$ cat src/rtl/crv_pkg.sv
// Shared types, constants and CRC step function for the calibration record validator.
package crv_pkg;

  localparam int unsigned WORD_W     = 32;
  localparam int unsigned LIMIT_W    = 31;
  localparam int unsigned CRC_W      = 16;
  localparam int unsigned CFG_IDX_W  = 2;
  localparam int unsigned CRC_STAGES = 8;

  localparam logic [CRC_W-1:0]   CRC_INIT       = 16'hFFFF;
  localparam logic [CRC_W-1:0]   CRC_POLY       = 16'h1021;
  localparam logic [WORD_W-1:0]  UNITY_BITS     = 32'h3F80_0000;
  localparam logic [WORD_W-1:0]  MAGIC_RESET    = 32'h0000_0000;
  localparam logic [LIMIT_W-1:0] GAIN_LOW_RESET = 31'h3F00_0000;
  localparam logic [LIMIT_W-1:0] GAIN_HIGH_RESET = 31'h4000_0000;

  typedef enum logic [1:0] {
    STATUS_OK        = 2'd0,
    STATUS_BAD_MAGIC = 2'd1,
    STATUS_BAD_CRC   = 2'd2,
    STATUS_BAD_GAIN  = 2'd3
  } status_t;

  typedef enum logic [CFG_IDX_W-1:0] {
    CFG_MAGIC     = 2'd0,
    CFG_GAIN_LOW  = 2'd1,
    CFG_GAIN_HIGH = 2'd2
  } cfg_idx_t;

  typedef struct packed {
    logic [WORD_W-1:0] record_magic;
    logic [WORD_W-1:0] record_gain_bits;
    logic [WORD_W-1:0] record_checksum;
  } rec_t;

  typedef struct packed {
    status_t           status;
    logic              record_valid;
    logic [WORD_W-1:0] gain_used_bits;
    logic [CRC_W-1:0]  computed_crc;
  } res_t;

  // pipeline payload: record, running crc, checks done at entry
  typedef struct packed {
    logic [WORD_W-1:0] magic;
    logic [WORD_W-1:0] gain;
    logic [WORD_W-1:0] checksum;
    logic [CRC_W-1:0]  crc;
    logic              magic_ok;
    logic              gain_ok;
  } pipe_t;

  function automatic logic [CRC_W-1:0] crc_byte(input logic [CRC_W-1:0] crc_in,
                                                input logic [7:0] data);
    logic [CRC_W-1:0] c;
    c = crc_in ^ {data, 8'h00};
    for (int k = 0; k < 8; k++) begin
      if (c[CRC_W-1]) begin
        c = {c[CRC_W-2:0], 1'b0} ^ CRC_POLY;
      end else begin
        c = {c[CRC_W-2:0], 1'b0};
      end
    end
    return c;
  endfunction

endpackage

$ cat src/rtl/crv_stream_if.sv
// Valid/ready stream interface carrying one item per handshake.
interface crv_stream_if #(
  parameter type payload_t = logic
) ();
  logic     valid;
  logic     ready;
  payload_t data;

  modport source (output valid, output data, input ready);
  modport sink   (input valid, input data, output ready);
endinterface

$ cat src/rtl/crv_crc_stage.sv
// One pipeline stage folding one record byte into the running CRC.
module crv_crc_stage #(
  parameter int unsigned BYTE_IDX = 0
) (
  input  logic          clk,
  input  logic          rst,
  input  logic          en,
  input  logic          d_vld,
  input  crv_pkg::pipe_t d,
  output logic          q_vld,
  output crv_pkg::pipe_t q
);
  import crv_pkg::*;

  logic [7:0] data_byte;
  pipe_t      q_next;

  generate
    if (BYTE_IDX < 4) begin : g_magic
      assign data_byte = d.magic[8*BYTE_IDX +: 8];
    end else begin : g_gain
      assign data_byte = d.gain[8*(BYTE_IDX-4) +: 8];
    end
  endgenerate

  always_comb begin
    q_next     = d;
    q_next.crc = crc_byte(d.crc, data_byte);
  end

  always_ff @(posedge clk) begin
    if (rst) begin
      q_vld <= 1'b0;
    end else if (en) begin
      q_vld <= d_vld;
    end
  end

  always_ff @(posedge clk) begin
    if (en) begin
      q <= q_next;
    end
  end
endmodule

$ cat src/rtl/crv_check.sv
// Final stage: checksum compare, status priority and registered result.
module crv_check (
  input  logic          clk,
  input  logic          rst,
  input  logic          en,
  input  logic          d_vld,
  input  crv_pkg::pipe_t d,
  output logic          q_vld,
  output crv_pkg::res_t q
);
  import crv_pkg::*;

  res_t    q_next;
  status_t st;

  always_comb begin
    if (!d.magic_ok) begin
      st = STATUS_BAD_MAGIC;
    end else if (d.checksum != {{(WORD_W-CRC_W){1'b0}}, d.crc}) begin
      st = STATUS_BAD_CRC;
    end else if (!d.gain_ok) begin
      st = STATUS_BAD_GAIN;
    end else begin
      st = STATUS_OK;
    end
    q_next.status         = st;
    q_next.record_valid   = (st == STATUS_OK);
    q_next.gain_used_bits = (st == STATUS_OK) ? d.gain : UNITY_BITS;
    q_next.computed_crc   = d.crc;
  end

  always_ff @(posedge clk) begin
    if (rst) begin
      q_vld <= 1'b0;
    end else if (en) begin
      q_vld <= d_vld;
    end
  end

  always_ff @(posedge clk) begin
    if (en) begin
      q <= q_next;
    end
  end
endmodule

$ cat src/rtl/calibration_record_validator.sv
// Top level of the calibration record validator: config registers and pipeline.
//
// Usage: records arrive on rec (valid/ready, one item per handshake) holding
// magic, gain bits and stored checksum. Each record yields one result on res
// with status, record_valid, gain_used_bits and the computed CRC-16.
// Pipeline: an entry compare of magic and gain range, eight CRC stages of one
// byte each (magic bytes low first, then gain bytes), and a result register.
// One record per cycle is accepted while res is taken or holds no result.
// A stall on res freezes the whole pipeline in place; rec.ready is low only
// while a result is held at the output and res.ready is low.
// Configuration: cfg_wen with cfg_index 0 magic, 1 gain low limit, 2 gain
// high limit; other indexes are ignored. Write only while the pipe is empty.
// Reset (rst, synchronous) empties the pipeline and restores magic 0 and the
// gain limits 0.5 and 2.0.
module calibration_record_validator (
  input  logic                             clk,
  input  logic                             rst,
  input  logic                             cfg_wen,
  input  logic [crv_pkg::CFG_IDX_W-1:0]    cfg_index,
  input  logic [crv_pkg::WORD_W-1:0]       cfg_data,
  crv_stream_if.sink                       rec,
  crv_stream_if.source                     res
);
  import crv_pkg::*;

  logic [WORD_W-1:0]  expected_magic;
  logic [LIMIT_W-1:0] gain_low_bits;
  logic [LIMIT_W-1:0] gain_high_bits;

  logic  adv;
  pipe_t entry;
  logic  stg_vld [CRC_STAGES+1];
  pipe_t stg     [CRC_STAGES+1];
  logic  [CRC_STAGES-1:0] vld_vec;
  rec_t  rec_item;
  res_t  res_item;

  always_ff @(posedge clk) begin
    if (rst) begin
      expected_magic <= MAGIC_RESET;
      gain_low_bits  <= GAIN_LOW_RESET;
      gain_high_bits <= GAIN_HIGH_RESET;
    end else if (cfg_wen) begin
      case (cfg_index)
        CFG_MAGIC:     expected_magic <= cfg_data;
        CFG_GAIN_LOW:  gain_low_bits  <= cfg_data[LIMIT_W-1:0];
        CFG_GAIN_HIGH: gain_high_bits <= cfg_data[LIMIT_W-1:0];
        default: ;
      endcase
    end
  end

  assign adv       = !res.valid || res.ready;
  assign rec.ready = adv;
  assign rec_item  = rec.data;

  always_comb begin
    entry.magic    = rec_item.record_magic;
    entry.gain     = rec_item.record_gain_bits;
    entry.checksum = rec_item.record_checksum;
    entry.crc      = CRC_INIT;
    entry.magic_ok = (rec_item.record_magic == expected_magic);
    entry.gain_ok  = !rec_item.record_gain_bits[WORD_W-1]
                     && (rec_item.record_gain_bits[LIMIT_W-1:0] >= gain_low_bits)
                     && (rec_item.record_gain_bits[LIMIT_W-1:0] <= gain_high_bits);
  end

  assign stg_vld[0] = rec.valid;
  assign stg[0]     = entry;

  generate
    for (genvar i = 0; i < CRC_STAGES; i++) begin : g_crc
      crv_crc_stage #(
        .BYTE_IDX (i)
      ) u_stage (
        .clk   (clk),
        .rst   (rst),
        .en    (adv),
        .d_vld (stg_vld[i]),
        .d     (stg[i]),
        .q_vld (stg_vld[i+1]),
        .q     (stg[i+1])
      );
      assign vld_vec[i] = stg_vld[i+1];
    end
  endgenerate

  crv_check u_check (
    .clk   (clk),
    .rst   (rst),
    .en    (adv),
    .d_vld (stg_vld[CRC_STAGES]),
    .d     (stg[CRC_STAGES]),
    .q_vld (res.valid),
    .q     (res_item)
  );

  assign res.data = res_item;

`ifndef SYNTHESIS
  a_stall_freezes: assert property (@(posedge clk) disable iff (rst)
    !adv |=> $stable(vld_vec))
    else $error("pipeline valid bits moved during a stall");

  a_fail_unity: assert property (@(posedge clk) disable iff (rst)
    res.valid && (res_item.status != STATUS_OK) |->
      !res_item.record_valid && (res_item.gain_used_bits == UNITY_BITS))
    else $error("rejected record did not report unity gain");

  a_ok_positive: assert property (@(posedge clk) disable iff (rst)
    res.valid && res_item.record_valid |->
      (res_item.status == STATUS_OK) && !res_item.gain_used_bits[WORD_W-1])
    else $error("accepted record carries a negative gain");
`endif
endmodule
$ cat src/flat_wrapper.sv
// flat-port wrapper written by rule: the top's interface ports become plain ports
module calibration_record_validator_flat import crv_pkg::*;
  (clk, rst, cfg_wen, cfg_index, cfg_data, rec_valid, rec_data, rec_ready, res_valid, res_data, res_ready);
  crv_stream_if rec_i ();
  crv_stream_if res_i ();
  input  logic clk;
  input  logic rst;
  input  logic cfg_wen;
  input  logic [crv_pkg::CFG_IDX_W-1:0] cfg_index;
  input  logic [crv_pkg::WORD_W-1:0] cfg_data;
  input wire logic [$bits(rec_i.valid)-1:0] rec_valid;
  input wire logic [$bits(rec_i.data)-1:0] rec_data;
  output wire logic [$bits(rec_i.ready)-1:0] rec_ready;
  output wire logic [$bits(res_i.valid)-1:0] res_valid;
  output wire logic [$bits(res_i.data)-1:0] res_data;
  input wire logic [$bits(res_i.ready)-1:0] res_ready;
  assign rec_i.valid = rec_valid;
  assign rec_i.data = rec_data;
  assign rec_ready = rec_i.ready;
  assign res_valid = res_i.valid;
  assign res_data = res_i.data;
  assign res_i.ready = res_ready;
  calibration_record_validator u_core (.clk(clk), .rst(rst), .cfg_wen(cfg_wen), .cfg_index(cfg_index), .cfg_data(cfg_data), .rec(rec_i), .res(res_i));
endmodule
$ cat config.mk
export PLATFORM = sky130hd
export DESIGN_NAME = calibration_record_validator_flat
export DESIGN_NICKNAME = d
export VERILOG_FILES = /design/src/rtl/crv_pkg.sv /design/src/rtl/crv_stream_if.sv /design/src/rtl/crv_crc_stage.sv /design/src/rtl/crv_check.sv /design/src/rtl/calibration_record_validator.sv /design/src/flat_wrapper.sv
export SDC_FILE = /design/constraint.sdc
export NUM_CORES = 1
export LEC_CHECK = 0
export BUFFER_PORTS_ARGS = -buffer_cell sky130_fd_sc_hd__buf_2
export CAP_MARGIN = 20
export CORE_AREA = 2 2 39 41
export DETAILED_ROUTE_END_ITERATION = 16
export DIE_AREA = 0 0 41 43
export GPL_TIMING_DRIVEN = 0
export PLACE_DENSITY_LB_ADDON = 0.25
export REMOVE_ABC_BUFFERS = 1
export SETUP_SLACK_MARGIN = 0.3
export SLEW_MARGIN = 5
export SYNTH_ARGS = -nofsm -noshare
export SYNTH_HDL_FRONTEND = slang
export SYNTH_SLANG_ARGS = --single-unit
export TNS_END_PERCENT = 20
$ cat constraint.sdc
create_clock -name clk -period 1 [get_ports clk]
set_input_delay 0.3 -clock clk [delete_from_list [all_inputs] [get_ports clk]]
set_output_delay 0.3 -clock clk [all_outputs]
set_load 0.005 [all_outputs]
==> run_results.csv, run 1 <==
group,metric,value,unit
layout,regArea,181,µm²
place,hpwl,424,µm
power,power_switching,130,µW
sta,clock_skew,0.00244,ns
detailed_routing,detail-route-antenna-nets,0,
clocking,cts-root-buf,"clkbuf_4",
sta,postLayoutSetupSlackWorst,-0.204,ns
clocking,clkTransAtPathRegs,0.06,ns
place,dp.cells,52,
status,violations,"setup timing",
yosys,netlist_top_cells_count,"9 x dfxtp_1, 8 x nand2b_1, 7 x mux2i_1",
critical_path,cp_top_family,"flip-flops",
yosys,yosysUniqueCellTypes,13,
yosys,ys_ff_latch,9,
critical_path,worst_ep_required_time,0.70,ns
global_route,antenna_found_initial,0,
layout,syn_to_final_growth,23.7,%
hold_path,hold_path.class,"in2reg",
detailed_routing,drc,0,
power,p_int,532,µW
sta,setup_violations,2,
critical_path,cp-start-kind,"flip-flop",
sta,period_needed,1.20,ns
power,combinationalPowerShare,4.0,%
clocking,clock_path_buffers,2,
layout,final_cells,59,
clocking,cts.hold.buffers_added,0,
floorplan,die_x,41,µm
critical_path,cp-end-kind,"output pin",
sta,rsz0062_at_grt,"yes",
layout,drive_above_1_share,34.9,%
floorplan,core_region_area,0.00138,mm²
critical_path,crit_buf_inv,2,
sta,fin_crit_sh,120,%
yosys,yosysTopAreaCell,"dfxtp_1",
critical_path,cpMaxStageDelayCell,"dfxtp_2",
floorplan,die_area,0.00176,mm²
clocking,cts_tree,"built",
yosys,synth-edff-count,0,
floorplan,start_util,27.0,%
yosys,yosysWarnings,0,
sta,hold_viol,0,
power,ir_drop,0.364,mV
detailed_routing,vias_per_cell,4.15,
status,outcome,"finished with violations",
detailed_routing,dr_total_vias,245,
detailed_routing,routedWlPerCell,9.86,µm
global_route,grt_pass1_vias,235,
clocking,clock_latency,0.26,ns
critical_path,cp_data_arrival_time,0.90,ns
clocking,cts.sinks,9,
yosys,ys_seq_area_share,48.2,%
critical_path,crit_fanout,2,
floorplan,rows,14,
yosys,yosys.cell_count.top_type,"dfxtp_1",
clocking,cts.htree.levels,1,
flow_run,cap_violations,0,
place,globalplace.congestion,0.632,
sta,fmax,830,MHz
yosys,synth_area_per_cell,11.0,µm²
critical_path,critical_path.cell_chain,"nor2b_4 -> inv_6 -> buf_6",
layout,fill_cells,150,
power,p_clk_share,40.5,%
layout,nNetsFinal,84,
yosys,ys_top_cells_by_area,"dfxtp_1 48%, mux2i_1 19%, nand2b_1 13%",
global_route,grtUsageTotal,8.97,%
sta,slew_viol_final,0,
yosys,async_reset_ff_share,0,%
clocking,cts_made_buffers,3,
critical_path,path_class,"reg2out",
sta,tns,-0.310,ns
place,io_buffer_count,5,
floorplan,die_y,43,µm
global_route,grt_max_degree,11,
yosys,synth_top_area_share,48.2,%
critical_path,slowest_delay,0.33,ns
power,seqPwrFrac,55.5,%
detailed_routing,drt_iter0_markers,0,
layout,antenna_cells,0,
power,p_leak,0.174,nW
yosys,netlist_area,374,µm²
place,dp_slack,-0.212,ns
critical_path,rrSetupSlack,0.03,ns
global_route,grt_pass1_wl,1.00,mm
power,switching_share,19.6,%
layout,multi_input_area,163,µm²
detailed_routing,wirelength,582,µm
yosys,netlist_instances,34,
global_route,grt_overflow_total,0,
detailed_routing,dr.pass1.iters,1,
floorplan,ios,43,
yosys,synth-main-ff-cell,"dfxtp_1",
power,power_density,1430,mW/mm²
power,total_power,662,µW
layer usage:
metal,vias up,GRT usage (%),part of all wire [%]
met5,-,0,0
met3,2,3.14,5.5
met4,0,8.00,3.4
met2,9,10.9,46
li1,125,-,-
met1,109,11.7,45
stage by stage:
stage,util (%),hold slack [ns],cell area (µm²)
after global placement,28.7,0.435,397
final,33.5,0.290,463
after CTS,33.5,0.283,463
after detailed placement,28.7,0.445,397
after global routing,33.5,0.292,463
after floorplan,-,0.369,352
power by group through the flow:
stage / Combinational, mW / Clock [mW] / Sequential [mW]
2_1_floorplan: 0.0133 / 0 / 0.374
3_3_place_gp: 0.0240 / 0 / 0.374
3_5_place_dp: 0.0264 / 0 / 0.375
4_1_cts: 0.0270 / 0.283 / 0.367
5_1_grt: 0.0286 / 0.317 / 0.367
6_report: 0.0265 / 0.268 / 0.367
final timing paths:
check                                     start                             to  cells after the start
setup / recovery           u_core.u_check.q_vld                      rec_ready                      3
hold reg to reg   u_core.g_crc[7].u_stage.q_vld           u_core.u_check.q_vld                      2
hold / removal                              rst           u_core.u_check.q_vld                      2
setup reg to reg           u_core.u_check.q_vld  u_core.g_crc[6].u_stage.q_vld                      3
cells in the final DEF (no fill, tap or decap):
cell,n
nand2b_1,8
dfxtp_1,8
mux2i_1,7
clkbuf_4,3
buf_2,3
buf_4,3
buf_6,2
nor2b_4,1
inv_6,1
nand4bb_1,1
o21ai_0,1
inv_1,1
a21oi_2,1
conb_1,1
clkbuf_1,1
dfxtp_2,1
cell type report:
| cell class | instances | area share, % |
|---|---|---|
| inverters | 2 | 2.70 |
| well taps | 16 | 4.32 |
| clock buffers | 4 | 5.68 |
| flip-flops and latches | 9 | 39.2 |
| repair buffers | 8 | 13.0 |
| multi-input cells | 20 | 35.1 |
sequential cells by signal, indices dropped and copies added (netlist names):
signal                      count
u_core.u_check.q_vld            1
u_core.g_crc.u_stage.q_vld      8
cells by family (layout without fill, tap and decap cells):
| group | count (synthesis) | in the layout | share of synthesized area [%] |
|---|---|---|---|
| compound gates | 2 | 2 | 2.67 |
| buf+inv | 5 | 14 | 9.36 |
| flops | 9 | 9 | 48.2 |
| mux | 7 | 7 | 18.7 |
| other cells | 1 | 1 | 1.00 |
| simple gates | 10 | 10 | 20.1 |
what timing repair did:
action	in CTS	in global routing
endpoints found under the setup margin	11	11
buffers inserted	3	0
endpoints found under the hold margin	0	0
gates resized for setup	4	0
pin swaps	1	1
No activity file was read; power rests on OpenSTA's default activity.
==> run 2, diff against run 1 <==
ABC_AREA = 1   (was default)
BUFFER_PORTS_ARGS = default   (was -buffer_cell sky130_fd_sc_hd__buf_2)
DONT_BUFFER_PORTS = 1   (was default)
==> run_results.csv, run 2 <==
group,metric,value,unit
yosys,yosysWarnings,0,
sta,setup_violations,1,
flow_run,cap_violations,0,
yosys,synth_compound_area_share,1.27,%
sta,tns,-0.0128,ns
layout,nNetsFinal,102,
place,hpwl,468,µm
layout,drive_above_1_share,16.4,%
clocking,cts-root-buf,"clkbuf_4",
sta,fin_crit_sh,101,%
layout,largest_reg_flops,8,
detailed_routing,dr.pass1.iters,4,
layout,syn_to_final_growth,11.7,%
power,power_density,1540,mW/mm²
detailed_routing,wirelength,707,µm
yosys,yosys.area_share.simple,36.8,%
critical_path,crit_start,"u_core.u_check.q_vld",
yosys,netlist_instances,58,
clocking,cts.hold.buffers_added,0,
clocking,cts.htree.levels,1,
critical_path,cp-end-kind,"output pin",
global_route,grt_overflow_total,0,
critical_path,path_class,"reg2out",
sta,fmax,987,MHz
layout,fill_cells,165,
detailed_routing,routedWlPerCell,9.18,µm
clocking,cts_made_buffers,3,
power,ir_drop,0.435,mV
critical_path,crit_fanout,7,
detailed_routing,drc,0,
status,outcome,"finished with violations",
critical_path,crit_buf_inv,0,
critical_path,cp_data_arrival_time,0.71,ns
critical_path,rr_startpoint,"u_core.u_check.q_vld",
clocking,clock_latency,0.26,ns
yosys,synth_top_area_share,45.7,%
sta,rsz0062_at_grt,"yes",
hold_path,hold_path.class,"in2reg",
yosys,synth_top_family_by_area,"simple AND/OR/NAND/NOR gates",
yosys,synth-edff-count,0,
critical_path,cp-start-kind,"flip-flop",
layout,final_area,440,µm²
critical_path,slowest_delay,0.40,ns
yosys,synthXorXnorAreaFrac,0,%
clocking,clock_path_buffers,2,
yosys,synth_mux_area_share,0,%
sta,period_needed,1.01,ns
layout,biggestRegsByFlops,"u_core.g_crc.u_stage.q_vld (8), u_core.u_check.q_vld (1)",
clocking,cts_tree,"built",
layout,mostFrequentLayoutCell,"nor2_1",
place,dpl-instance-area,395,µm²
sta,postLayoutSetupSlackWorst,-0.0128,ns
global_route,grt_pass1_vias,304,
yosys,yosysTopAreaCell,"dfxtp_1",
critical_path,critical_path.cell_chain,"nand2_4",
yosys,async_reset_ff_share,0,%
floorplan,core_region_area,0.00138,mm²
clocking,clkTransAtPathRegs,0.06,ns
floorplan,ios,43,
layout,antenna_cells,0,
detailed_routing,drt_iter0_markers,6,
global_route,antenna_found_initial,0,
yosys,netlist_area,394,µm²
place,globalplace.congestion,0.683,
power,p_leak,0.183,nW
clocking,cts.sinks,9,
yosys,synth_area_per_cell,6.80,µm²
status,violations,"setup timing",
critical_path,worst_ep_required_time,0.70,ns
floorplan,die_area,0.00176,mm²
layout,fin_util,31.8,%
global_route,grt_pass1_wl,1.20,mm
power,total_power,677,µW
layout,layout_common_cells,"15 x nor2_1, 9 x inv_1, 8 x nand3_1, 8 x nand2_1, 8 x dfxtp_1",
detailed_routing,detail-route-antenna-nets,0,
yosys,ys_top_cells_by_area,"dfxtp_1 46%, nor2_1 15%, nand3_1 10%",
floorplan,start_util,28.5,%
yosys,ys_ff_latch,9,
floorplan,rows,14,
sta,clock_skew,0.00662,ns
yosys,netlist_top_cells_count,"16 x nor2_1, 9 x dfxtp_1, 9 x inv_1, 9 x nand2_1, 8 x nand3_1",
critical_path,cp_top_family,"flip-flops",
yosys,yosys.cell_count.top_type,"nor2_1",
sta,slew_viol_final,0,
yosys,synth-main-ff-cell,"dfxtp_1",
hold_path,min_from,"rst",
floorplan,die_y,43,µm
critical_path,rrSetupSlack,0.12,ns
yosys,post_synth_fa_ha_maj_area_fraction,0,%
yosys,ys_seq_area_share,45.7,%
layout,regMostFlops,"u_core.g_crc.u_stage.q_vld",
floorplan,die_x,41,µm
global_route,grt_max_degree,10,
place,io_buffer_count,0,
critical_path,cpMaxStageDelayCell,"dfxtp_4",
detailed_routing,dr_total_vias,328,
global_route,grtUsageTotal,10.3,%
yosys,yosysUniqueCellTypes,11,
detailed_routing,vias_per_cell,4.26,
sta,fin_hold_ws,0.106,ns
sta,hold_viol,0,
-- run 2: cell types whose count changed in the layout (fill, tap and decap cells not counted), moves of 2 or more --
cell      delta
inv_2        +2
nand2_1      +8
nand3_1      +8
buf_2        -2
nand2b_1     -8
inv_1        +8
buf_6        -2
buf_4        -3
nor2_1      +15
mux2i_1      -7
-- run 2: logic make-up (layout without fill, tap and decap cells) --
logic type,after synthesis,in the layout
compound gates,1,1
buf+inv,13,16
flops,9,9
other cells,1,1
simple gates,34,34
-- run 2: layout make-up --
type / instances / area [µm²] / share of cell area, %
well taps: 16 / 20.0 / 4.55
multi-input cells: 36 / 164 / 37.2
repair buffers: 1 / 5.00 / 1.14
clock buffers: 4 / 26.3 / 5.97
flip-flops and latches: 9 / 184 / 41.8
inverters: 11 / 41.3 / 9.38
-- run 2: timing repair --
item / in CTS / in global routing
gates resized for setup: 4 / 1
setup endpoints to repair: 11 / 11
pin swaps: 15 / 9
buffers inserted: 1 / 0
-- run 2: final timing paths --
| check | endpoint | depth (start not counted) |
|---|---|---|
| max | rec_ready | 1 |
| max reg2reg | u_core.g_crc[4].u_stage.q_vld | 4 |
| min | u_core.u_check.q_vld | 1 |
| min reg2reg | u_core.u_check.q_vld | 2 |
-- run 2: power by group --
part / internal [mW] / total, mW / switching, mW
sequential: 0.364 / 0.367 / 0.00364
combinational: 0.0107 / 0.0323 / 0.0216
clock: 0.153 / 0.277 / 0.124
total: 0.528 / 0.677 / 0.149
-- run 2: routing by layer --
metal	wire, µm	vias to the layer above	GRT usage (%)
li1	-	174	-
met1	325	144	11.8
met2	355	8	15.6
met3	24	2	0.524
met4	2	0	10.0
met5	0	-	0
-- run 2: stage by stage --
step / setup slack [ns] / instances
floorplan: 0.0981 / 56
global placement: -0.0828 / 72
detailed placement: -0.0573 / 72
CTS: -0.0226 / 77
global route: -0.0429 / 77
finish: -0.0128 / 77
==> run 3, diff against run 2 <==
CORE_AREA = 5 5 42 44   (was 2 2 39 41)
DIE_AREA = 0 0 47 49   (was 0 0 41 43)
SKIP_CTS_REPAIR_TIMING = 1   (was default)
SKIP_LAST_GASP = 1   (was default)
==> run_results.csv, run 3 (same netlist as run 2, synthesis figures left out) <==
group,metric,value,unit
detailed_routing,routedWlPerCell,8.92,µm
hold_path,hold_path.class,"in2reg",
global_route,grtUsageTotal,6.99,%
sta,postLayoutSetupSlackWorst,-0.0177,ns
detailed_routing,dr.pass1.iters,3,
critical_path,worst_ep_required_time,0.70,ns
layout,antenna_cells,0,
detailed_routing,vias_per_cell,4.10,
clocking,cts_made_buffers,3,
critical_path,crit_fanout,7,
critical_path,reg2reg_depth,4,
flow_run,cap_violations,0,
power,p_clk_share,41.4,%
global_route,grt_max_degree,12,
power,p_leak,0.180,nW
critical_path,cp_data_arrival_time,0.72,ns
hold_path,min_from,"rst",
global_route,grt_pass1_wl,1.14,mm
critical_path,critical_path.cell_chain,"nand2_4",
critical_path,crit_buf_inv,0,
detailed_routing,drt_iter0_markers,1,
sta,clock_skew,0.000269,ns
layout,fill_cells,167,
layout,nNetsFinal,102,
global_route,antenna_found_initial,0,
floorplan,rows,14,
floorplan,core_region_area,0.00140,mm²
critical_path,cp_top_family,"flip-flops",
layout,biggestRegsByFlops,"u_core.g_crc.u_stage.q_vld (8), u_core.u_check.q_vld (1)",
power,p_int,528,µW
status,outcome,"finished with violations",
power,switching_share,22.5,%
critical_path,path_class,"reg2out",
critical_path,worst_r2r_endpoint,"u_core.g_crc[7].u_stage.q_vld",
power,power_switching,153,µW
layout,syn_to_final_growth,11.1,%
floorplan,die_area,0.00230,mm²
place,dpl-instance-area,395,µm²
hold_path,hold_depth,1,
clocking,cts-root-buf,"clkbuf_4",
critical_path,cp-end-kind,"output pin",
critical_path,slowest_delay,0.40,ns
global_route,grt_overflow_total,0,
layout,largest_reg_flops,8,
sta,rsz0062_at_grt,"yes",
place,hpwl,442,µm
hold_path,hold_end,"u_core.u_check.q_vld",
detailed_routing,drc,0,
detailed_routing,dr_total_vias,316,
power,seqPwrFrac,53.9,%
clocking,cts.sinks,9,
critical_path,cp-start-kind,"flip-flop",
layout,drive_above_1_share,14.8,%
sta,fmax,983,MHz
critical_path,cpMaxStageDelayCell,"dfxtp_4",
layout,layout_common_cells,"16 x nor2_1, 9 x inv_1, 8 x nand3_1, 8 x nand2_1, 8 x dfxtp_1",
floorplan,start_util,28.1,%
detailed_routing,detail-route-antenna-nets,0,
place,io_buffer_count,0,
power,power_density,1560,mW/mm²
status,violations,"setup timing",
clocking,clock_latency,0.26,ns
layout,regMostFlops,"u_core.g_crc.u_stage.q_vld",
sta,fin_crit_sh,102,%
layout,final_area,438,µm²
critical_path,rrSetupSlack,0.13,ns
floorplan,die_x,47,µm
sta,setup_violations,1,
power,combinationalPowerShare,4.7,%
clocking,clock_path_buffers,2,
power,ir_drop,0.584,mV
sta,period_needed,1.02,ns
sta,hold_viol,0,
place,globalplace.congestion,0.634,
clocking,cts_tree,"built",
sta,slew_viol_final,0,
clocking,clkTransAtPathRegs,0.06,ns
place,dp_slack,-0.0676,ns
floorplan,die_y,49,µm
global_route,grt_pass1_vias,287,
floorplan,ios,43,
clocking,cts.htree.levels,1,
layout,mostFrequentLayoutCell,"nor2_1",
detailed_routing,wirelength,687,µm
critical_path,rr_startpoint,"u_core.u_check.q_vld",
==> run 3: power by group through the flow <==
stage                     combinational [mW]  sequential, mW  clock (mW)
after floorplan                       0.0258           0.377           0
after global placement                0.0311           0.378           0
after detailed placement              0.0308           0.378           0
after CTS                             0.0313           0.370       0.292
after global routing                  0.0378           0.368       0.318
final                                 0.0320           0.367       0.282
==> run 3: cell type report <==
cell class              instances  area (µm²)  share of cell area, %
flip-flops and latches          9         184                   42.0
multi-input cells              36         161                   36.9
inverters                      11        41.3                   9.43
clock buffers                   4        26.3                   6.00
well taps                      16        20.0                   4.57
repair buffers                  1        5.00                   1.14
==> run 3: stage by stage <==
stage | utilization, % | std cells | power [mW] | hold WS (ns) | TNS, ns
finish | 31.3 | 77 | 0.681 | 0.0955 | -0.0177
global route | 31.3 | 77 | 0.724 | 0.0744 | -0.0539
CTS | 30.1 | 76 | 0.693 | 0.0937 | -1.09
detailed placement | 28.2 | 72 | 0.409 | 0.373 | -0.482
global placement | 28.2 | 72 | 0.409 | 0.371 | -0.462
floorplan | - | 56 | 0.403 | 0.369 | 0
==> run 3: worst max-delay path by stage <==
stage | startpoint | endpoint | slack (ns) | depth (start not counted)
floorplan | u_core.u_check.q_vld | rec_ready | 0.1 | 1
detailed placement | u_core.u_check.q_vld | u_core.g_crc[5].u_stage.q_vld | -0.07 | 4
global route | u_core.u_check.q_vld | rec_ready | -0.05 | 1
finish | u_core.u_check.q_vld | rec_ready | -0.02 | 1
CTS | u_core.u_check.q_vld | rec_ready | -0.31 | 1
global placement | u_core.u_check.q_vld | u_core.g_crc[2].u_stage.q_vld | -0.06 | 4
==> run 3: metal layers <==
metal | share of wire [%] | GRT usage (%) | up-vias
met5 | 0 | 0 | -
met4 | 0 | 4.15 | 0
met3 | 3.9 | 3.69 | 0
met2 | 49 | 9.95 | 5
met1 | 47 | 7.98 | 137
li1 | - | - | 174
